## src/hdl/i2cpio_pkg.sv

```systemverilog
// Shared types, microcode format and entry points for the I2C pin sequencer.
package i2cpio_pkg;

	typedef struct packed {
		logic [1:0] func;
		logic [8:0] data_word;
	} in_item_t;

	typedef struct packed {
		logic       sda;
		logic       scl;
		logic [7:0] pio_byte;
		logic [7:0] pio_byte_complement;
		logic       last;
	} out_item_t;

	localparam logic [1:0] FUNC_DATA  = 2'd0;
	localparam logic [1:0] FUNC_START = 2'd1;
	localparam logic [1:0] FUNC_STOP  = 2'd2;

	localparam int PC_W = 4;
	localparam logic [PC_W-1:0] PC_START = 4'd0;
	localparam logic [PC_W-1:0] PC_STOP  = 4'd4;
	localparam logic [PC_W-1:0] PC_DATA  = 4'd6;

	localparam logic [5:0] PIO_HIGH = 6'b111111;

	typedef enum logic [1:0] {
		SDA_ZERO,
		SDA_ONE,
		SDA_BIT,
		SDA_REL
	} sda_sel_t;

	typedef struct packed {
		sda_sel_t        sda_sel;
		logic            scl;
		logic            last;
		logic            rot;
		logic            loop_bits;
		logic [PC_W-1:0] target;
	} ucode_t;

	typedef struct packed {
		logic       load;
		logic       fire;
		logic [8:0] word;
		logic       release_bit;
	} ctl_t;

	typedef struct packed {
		logic bits_done;
	} sta_t;

endpackage

```

## src/hdl/i2cpio_rom.sv

```systemverilog
// Microcode table: one control word per pin state of each operation.
module i2cpio_rom
	import i2cpio_pkg::*;
(
	input  logic [PC_W-1:0] pc,
	output ucode_t          uc
);

	always_comb begin
		uc = '{sda_sel: SDA_ZERO, scl: 1'b0, last: 1'b1, rot: 1'b0,
			loop_bits: 1'b0, target: PC_START};
		case (pc)
			// start: forced stop, then start
			4'd0: uc = '{SDA_ZERO, 1'b1, 1'b0, 1'b0, 1'b0, PC_START};
			4'd1: uc = '{SDA_ONE,  1'b1, 1'b0, 1'b0, 1'b0, PC_START};
			4'd2: uc = '{SDA_ZERO, 1'b1, 1'b0, 1'b0, 1'b0, PC_START};
			4'd3: uc = '{SDA_ZERO, 1'b0, 1'b1, 1'b0, 1'b0, PC_START};
			// stop
			4'd4: uc = '{SDA_ZERO, 1'b1, 1'b0, 1'b0, 1'b0, PC_START};
			4'd5: uc = '{SDA_ONE,  1'b1, 1'b1, 1'b0, 1'b0, PC_START};
			// data bits, looped eight times
			4'd6: uc = '{SDA_BIT,  1'b0, 1'b0, 1'b0, 1'b0, PC_START};
			4'd7: uc = '{SDA_BIT,  1'b1, 1'b0, 1'b0, 1'b0, PC_START};
			4'd8: uc = '{SDA_REL,  1'b0, 1'b0, 1'b1, 1'b1, PC_DATA};
			// acknowledge bit
			4'd9:  uc = '{SDA_BIT, 1'b0, 1'b0, 1'b0, 1'b0, PC_START};
			4'd10: uc = '{SDA_BIT, 1'b1, 1'b0, 1'b0, 1'b0, PC_START};
			4'd11: uc = '{SDA_BIT, 1'b0, 1'b1, 1'b0, 1'b0, PC_START};
			default: uc = '{SDA_ZERO, 1'b0, 1'b1, 1'b0, 1'b0, PC_START};
		endcase
	end

endmodule

```

## src/hdl/i2cpio_datapath.sv

```systemverilog
// Bit rotator, bit counter and output register driven by the microcode word.
module i2cpio_datapath
	import i2cpio_pkg::*;
(
	input  logic      clk,
	input  logic      arst_n,
	input  ctl_t      ctl,
	input  ucode_t    uc,
	input  logic      out_stall,
	output logic      out_valid,
	output out_item_t out_item,
	output sta_t      sta
);

	logic [8:0] sh_q;
	logic [2:0] cnt_q;
	logic       out_valid_q;
	out_item_t  out_q;
	logic       sda;
	logic [7:0] pio;

	always_comb begin
		case (uc.sda_sel)
			SDA_ZERO: sda = 1'b0;
			SDA_ONE:  sda = 1'b1;
			SDA_BIT:  sda = sh_q[7];
			SDA_REL:  sda = ctl.release_bit | sh_q[7];
			default:  sda = 1'b0;
		endcase
	end

	assign pio = {PIO_HIGH, sda, uc.scl};

	// rotate so the acknowledge bit lands in bit 7 after the eighth data bit
	always_ff @(posedge clk) begin
		if (ctl.load) begin
			sh_q  <= ctl.word;
			cnt_q <= '0;
		end else if (ctl.fire) begin
			if (uc.rot)
				sh_q <= {sh_q[7:0], sh_q[8]};
			if (uc.loop_bits)
				cnt_q <= cnt_q + 3'd1;
		end
		if (ctl.fire)
			out_q <= '{sda: sda, scl: uc.scl, pio_byte: pio,
				pio_byte_complement: ~pio, last: uc.last};
	end

	always_ff @(posedge clk or negedge arst_n) begin
		if (!arst_n) begin
			out_valid_q <= 1'b0;
		end else if (ctl.fire) begin
			out_valid_q <= 1'b1;
		end else if (!out_stall) begin
			out_valid_q <= 1'b0;
		end
	end

	assign out_valid     = out_valid_q;
	assign out_item      = out_q;
	assign sta.bits_done = (cnt_q == 3'd7);

endmodule

```

## src/hdl/i2c_op_to_pio_pin_sequencer.sv

```systemverilog
// Top level: I2C operation to SCL/SDA pin-state sequencer.
// Usage:
//   Input channel (in_valid/in_stall, in_item) takes one I2C operation:
//   func 1 start, 2 stop, anything else a 9-bit data word (data MSB first,
//   then the acknowledge bit in data_word[8]).
//   Output channel (out_valid/out_stall, out_item) gives one pin state per
//   item with its PIO byte, the byte's complement and a last flag.
//   A start gives 4 items, a stop 2, a data word 27.
//   The microcode program counter steps once per cycle while the output
//   register is free, so one item leaves per cycle; the program counter
//   takes the entry address at acceptance and the output register then
//   takes the first state. busy clears on the edge on which the last
//   state enters the output register, so the next operation can be
//   accepted while that state may still wait to be taken.
//   in_stall is high while an operation is being sequenced.
//   out_stall, while out_valid is high, holds the output register and freezes the program counter.
//   wr_en/wr_data set sda_release_after_bit; write it only when idle.
//   Reset clears the register, the sequencer and the output valid.
module i2c_op_to_pio_pin_sequencer
	import i2cpio_pkg::*;
(
	input  logic      clk,
	input  logic      arst_n,
	input  logic      wr_en,
	input  logic      wr_data,
	input  logic      in_valid,
	output logic      in_stall,
	input  in_item_t  in_item,
	output logic      out_valid,
	input  logic      out_stall,
	output out_item_t out_item
);

	logic            busy_q;
	logic            release_q;
	logic [PC_W-1:0] pc_q;
	logic            accept;
	logic            fire;
	logic [PC_W-1:0] entry;
	ucode_t          uc;
	ctl_t            ctl;
	sta_t            sta;

	assign in_stall = busy_q;
	assign accept   = in_valid && !busy_q;
	assign fire     = busy_q && (!out_valid || !out_stall);

	always_comb begin
		case (in_item.func)
			FUNC_START: entry = PC_START;
			FUNC_STOP:  entry = PC_STOP;
			default:    entry = PC_DATA;
		endcase
	end

	always_ff @(posedge clk or negedge arst_n) begin
		if (!arst_n) begin
			release_q <= 1'b0;
		end else if (wr_en) begin
			release_q <= wr_data;
		end
	end

	always_ff @(posedge clk or negedge arst_n) begin
		if (!arst_n) begin
			busy_q <= 1'b0;
			pc_q   <= PC_START;
		end else if (accept) begin
			busy_q <= 1'b1;
			pc_q   <= entry;
		end else if (fire) begin
			if (uc.last)
				busy_q <= 1'b0;
			// loop back until all eight data bits are out
			if (uc.loop_bits && !sta.bits_done)
				pc_q <= uc.target;
			else
				pc_q <= pc_q + 4'd1;
		end
	end

	assign ctl = '{load: accept, fire: fire, word: in_item.data_word,
		release_bit: release_q};

	i2cpio_rom u_rom (
		.pc (pc_q),
		.uc (uc)
	);

	i2cpio_datapath u_dp (
		.clk       (clk),
		.arst_n    (arst_n),
		.ctl       (ctl),
		.uc        (uc),
		.out_stall (out_stall),
		.out_valid (out_valid),
		.out_item  (out_item),
		.sta       (sta)
	);

endmodule
```

## config.mk

```make
export PLATFORM = sky130hd
export DESIGN_NAME = i2c_op_to_pio_pin_sequencer
export DESIGN_NICKNAME = d
export VERILOG_FILES = /design/src/hdl/i2cpio_pkg.sv /design/src/hdl/i2cpio_rom.sv /design/src/hdl/i2cpio_datapath.sv /design/src/hdl/i2c_op_to_pio_pin_sequencer.sv
export SDC_FILE = /design/constraint.sdc
export NUM_CORES = 1
export LEC_CHECK = 0
export BUFFER_PORTS_ARGS = -buffer_cell sky130_fd_sc_hd__buf_2
export CAP_MARGIN = 30
export CORE_ASPECT_RATIO = 1.2
export CORE_MARGIN = 1
export CORE_UTILIZATION = 55
export CTS_BUF_LIST = sky130_fd_sc_hd__clkbuf_8 sky130_fd_sc_hd__clkbuf_16
export CTS_CLUSTER_DIAMETER = 80
export DETAILED_ROUTE_END_ITERATION = 12
export PLACE_DENSITY = 0.84
export SYNTH_ARGS = -nofsm -noshare
export SYNTH_HDL_FRONTEND = slang
export SYNTH_SLANG_ARGS = --single-unit
```

## constraint.sdc

```tcl
create_clock -name clk -period 3.1 [get_ports clk]
set_clock_uncertainty 0.15 [all_clocks]
set_input_delay 0.155 -clock clk [delete_from_list [all_inputs] [get_ports clk]]
set_output_delay 0.155 -clock clk [all_outputs]
set_load 0.02 [all_outputs]
```

=== Word-level counts from Yosys, hierarchy flattened ===
Memory sizes are Yosys's and may differ from the RTL's.
Index checks and enable logic that the tools add are counted.

* Flip-flop bits (word level): 32
* ROM bits: 128
* Input port bits: 17
* Memories: 1

{| class="wikitable"
|+ Memories
! name !! words !! width !! read ports !! clocked after Yosys merged registers in !! write ports !! RTL line !! source
|-
| (name not given) || 16 || 8 || 1 || 0 || 0 || i2cpio_rom.sv:12 || <nowiki>case (pc)</nowiki>
|}

* Add/sub/neg operators: 2
* Eq/ne operators: 7
* Muxes and demuxes: 13
* Bitwise logic cells: 2
* Reductions and logical operators: 15

{| class="wikitable"
|+ Operator list
! kind !! number
|-
| $mux W9 || 3
|-
| $mux W4 || 3
|-
| $not A8 Y8 || 1
|-
| $eq A2 B2 Y1 const B || 3
|-
| $pmux W3 S2 || 1
|-
| $reduce_and A2 Y1 || 3
|-
| $reduce_bool A2 Y1 || 3
|-
| $mux W1 || 5
|-
| $add A4 B1 Y4 const B || 1
|-
| $eq A2 B1 Y1 const B || 2
|-
| $logic_not A1 Y1 || 4
|-
| $pmux W1 S4 || 1
|-
| $add A3 B1 Y3 const B || 1
|-
| $eq A3 B3 Y1 const B || 1
|-
| $logic_and A1 B1 Y1 || 3
|-
| $logic_not A2 Y1 || 1
|-
| $ne A2 B1 Y1 const B || 1
|-
| $logic_or A1 B1 Y1 || 1
|-
| $or A1 B1 Y1 || 1
|}

=== Logic depth before layout (Yosys ltp) ===
* Depth after elaboration: 6
* Mapped depth: 6
* Gate-level depth less buffers: 6

=== By module ===
Synthesis repeated with hierarchy kept, for this count alone.

* Cell total of the unflattened synthesis: 120
* Area total of the unflattened synthesis: 1,356.3 sq um

{| class="wikitable"
|+ By module, submodules not included
! module !! instances !! cells an instance !! area each (sq um) !! sequential area each (sq um)
|-
| i2cpio_datapath || 1 || 62 || 864.6 || 505.5
|-
| i2c_op_to_pio_pin_sequencer || 1 || 38 || 376.6 || 150.1
|-
| i2cpio_rom || 1 || 20 || 115.1 || 0.0
|}

=== Worst setup path after synthesis ===
OpenSTA, ideal clock, no wires.

* Path type: reg-to-reg
* Start point: register busy_q, in the netlist in_stall
* End point: register u_dp.sh_q[0], enable pin
* Setup time: 0.387 ns
* Data arrival time: 1.547 ns
* Required time: 2.563 ns
* Setup slack: 1.016 ns
* Cell stages (with the launch flop): 4
* Buffers on the path: 1
* Period minus slack after synthesis: 2.084 ns
* Cell sequence: dfrtp_1 a21bo_1 buf_6 o21ai_0

* Longest elaborated chain between the ends: 4
* Elaborated cells on any way between the ends: 6

{| class="wikitable"
|+ RTL lines
! what !! RTL line !! source
|-
| from (decl) || i2c_op_to_pio_pin_sequencer.sv:34 || <nowiki>logic busy_q;</nowiki>
|-
| from (signal assigned) || i2c_op_to_pio_pin_sequencer.sv:66 || <nowiki>busy_q <= 1'b0;</nowiki>
|-
| from (signal assigned) || i2c_op_to_pio_pin_sequencer.sv:69 || <nowiki>busy_q <= 1'b1;</nowiki>
|-
| from (signal assigned) || i2c_op_to_pio_pin_sequencer.sv:73 || <nowiki>busy_q <= 1'b0;</nowiki>
|-
| $logic_not A1 Y1 || i2c_op_to_pio_pin_sequencer.sv:45 || <nowiki>assign accept = in_valid && !busy_q;</nowiki>
|-
| $logic_and A1 B1 Y1 || i2c_op_to_pio_pin_sequencer.sv:45 ||
|-
| $reduce_bool A2 Y1 (no line) || - ||
|-
| $reduce_and A2 Y1 (no line) * || - ||
|-
| to (signal assigned) || i2cpio_datapath.sv:37 || <nowiki>sh_q <= ctl.word;</nowiki>
|-
| to (signal assigned) || i2cpio_datapath.sv:41 || <nowiki>sh_q <= {sh_q[7:0], sh_q[8]};</nowiki>
|-
| to (decl) || i2cpio_datapath.sv:15 || <nowiki>logic [8:0] sh_q;</nowiki>
|}

Every way passes the cells marked *; elsewhere a longest branch is shown, timed or not.
A chain may end at the register's enable or synchronous reset.

=== Final worst setup path ===
* Start point: register busy_q, in the netlist in_stall
* End point: register u_dp.sh_q[3], enable pin

Same word-level chain as after synthesis.

==> reports/metrics.yaml <==
setup_path:
  setup.worst_path.class: "reg2reg"
  startpoint: "in_stall"
  worstReg2RegEnd: "u_dp.sh_q[3]"
  worstSetupEndpointType: "flip-flop"
  crit_end: "u_dp.sh_q[3]"
  cp.required_ns: 2.97
  r2r.worst_path.cells: 3
  crit_path_start_kind: "flip-flop"
  regToRegSetupSlack_ns: 1.21
  crit_arrival_ns: 1.76
  path_max_fanout: 19
  reg2reg_from: "in_stall"
final_layout:
  drive_gt1_share_pct: 29.9
  antenna_cells: 0
  multiInputGateArea_sq_um: 576
  fill_cells: 171
  final_net_count: 172
  seqCellArea_sq_um: 656
  final_cells: 175
  area_delta_synth_final_pct: 12.0
timing:
  setup_tns_ns: 0
  max-slew-margin-rel_pct: 48.0
  drv_slew: 0
  worst_slew_pin_slew_ns: 0.780
  hold_violations: 0
  layout_min_cycle_time_ns: 1.89
  fmax_ghz: 0.529
  fin_crit_sh_pct: 61.0
  setup_viol: 0
  rsz0062_at_grt: "false"
pwr:
  powerDensity_nw_per_um2: 852
  switchingPower_uw: 497
  peakVddDrop_v: 0.000543
  seq_power_share_pct: 43.8
  p_int_uw: 798
  p_comb_share_pct: 40.1
  p_clk_share_pct: 16.2
  leakage_nw: 0.667
  switching_share_pct: 38.4
cts:
  hold_buffers: 4
  clock_latency_ns: 0.26
  clock-sinks: 24
  cts.repair.resized: 0
  clkTransAtPathRegs_ns: 0.08
  cts_made_buffers: 3
  cts_tree: "built"
  htree_levels: 1
  cts_buffer_depth: 2
  postCtsSetupRepairBufs: 0
  cts_root_buf: "clkbuf_8"
synthesis:
  seq_area_frac_synth_pct: 48.3
  synth_top_area_cell: "edfxtp_1"
  netlist_area_sq_um: 1360
  synth_cell_types: 36
  yosys_warnings: 0
  synth.area.top_cells: "edfxtp_1 31%, dfrtp_1 13%, ha_1 9.2%"
  synthFlopType: "edfxtp_1"
  syn_avg_cell_area_sq_um: 11.4
  postSynthCellCount: 119
  yosys-top-cells-count: "16 x buf_4, 14 x edfxtp_1, 10 x ha_1, 10 x mux2_2, 9 x o21ai_0"
  async_flop_share_pct: 29.2
  synth-edff-count: 14
  ys_ff_latch: 24
  yosysMostFrequentCell: "buf_4"
  synth_top_area_share_pct: 31.0
floorplanning:
  boundaryPins: 38
  initial_utilization_pct: 58.9
  dieWidth_microns: 47.4
  coreArea_sq_um: 2310
  die-area_sq_um: 2670
  die_h_microns: 56.4
  rows: 19
route:
  avgRoutedWirePerCell_microns: 13.4
  num_vias: 922
  drtIter0Drc: 16
  wl_mm: 2.34
  antenna_left: 0
  via_per_inst: 5.27
  first_pass_iters: 4
  drc: 0
hold_path:
  hold_class: "in2reg"
grt:
  grt_use_total_pct: 20.0
  antenna_found_initial: 0
  grt_start_max_net_pins: 20
  overflow: 0
  grt_pass1_vias: 842
  grt_pass1_wl_mm: 3.82
placement:
  dp.cells: 167
  portBuffers: 25
  gp_congestion: 0.752
  dpl.hpwl_mm: 1.69
status:
  status: "finished clean"
run:
  cap_violations: 0
## kinds of logic (layout without fill, tap and decap cells)
family / Yosys count / after routing / synth area share, %
buf+inv: 25 / 40 / 12.1
other cells: 2 / 12 / 0.553
compound gates: 22 / 22 / 11.2
fa+ha+maj: 10 / 10 / 9.22
mux: 11 / 11 / 9.03
simple gates: 25 / 25 / 9.59
flops: 24 / 24 / 48.3
## cell type report
cell class	instances	share of cell area, %
flip-flops and latches	24	43.1
inverters	6	1.48
multi-input cells	80	37.9
well taps	31	2.55
repair buffers	30	11.4
clock buffers	4	3.62
## power groups by stage
| stage | sequential (mW) | combinational, mW | clock [mW] |
|---|---|---|---|
| 2_1_floorplan | 0.588 | 0.392 | 0 |
| 3_3_place_gp | 0.560 | 0.489 | 0 |
| 3_5_place_dp | 0.572 | 0.508 | 0 |
| 4_1_cts | 0.565 | 0.519 | 0.210 |
| 5_1_grt | 0.585 | 0.581 | 0.230 |
| 6_report | 0.567 | 0.519 | 0.210 |
## how the worst min path moves through the flow
stage / startpoint / to / slack [ns] / cells past startpoint
after floorplan: arst_n / in_stall / -0.29 / 0
after CTS: in_valid / in_stall / 0.01 / 2
after detailed placement: arst_n / pc_q[2] / -0.15 / 1
after global routing: in_valid / in_stall / 0.01 / 2
final: in_valid / in_stall / 0.02 / 2
after global placement: arst_n / pc_q[2] / -0.15 / 1
## routing by layer
metal / global-route usage (%) / vias up / share of wire, %
met3: 3.86 / 2 / 5.9
met4: 5.31 / 0 / 0.56
met5: 0 / - / 0
met2: 32.1 / 34 / 53
met1: 26.8 / 440 / 40
li1: - / 446 / -
## critical path: stages, from the launching register on
cell and delay [ns]:
dfrtp_1 0.43, nand2b_1 0.64, o21ai_0 0.20, buf_4 0.23
## cell usage in the layout (no fill, tap or decap), drive strengths merged, types with 2 or more instances in the layout
master and instances:
a21oi 2, dfrtp 7, nor2 3, dfxtp 3
inv 6, dlygate4sd3 4, conb 12, clkbuf 4
ha 10, nand2b 2, nand2 7, o21ai 9
mux2 10, nand3 5, edfxtp 14, buf 26
nor3 2
## sequential cells by signal, summed over array words and instances (netlist names)
name	cells
u_dp.sh_q	9
u_dp.out_item	5
pc_q	4
u_dp.cnt_q	3
in_stall	1
release_q	1
u_dp.out_valid	1
## per-stage QoR
step	util (%)	hold WS [ns]	instance area [sq um]	power (mW)	worst slack, ns
after floorplan	-	-0.291	1400	0.979	1.02
after global placement	61.8	-0.149	1430	1.05	1.28
after detailed placement	61.8	-0.150	1430	1.08	1.22
after CTS	65.9	0.0114	1520	1.29	1.20
after global routing	65.9	0.0105	1520	1.40	1.11
final	65.9	0.0190	1520	1.29	1.21
Power figures use the tool's default switching activity.
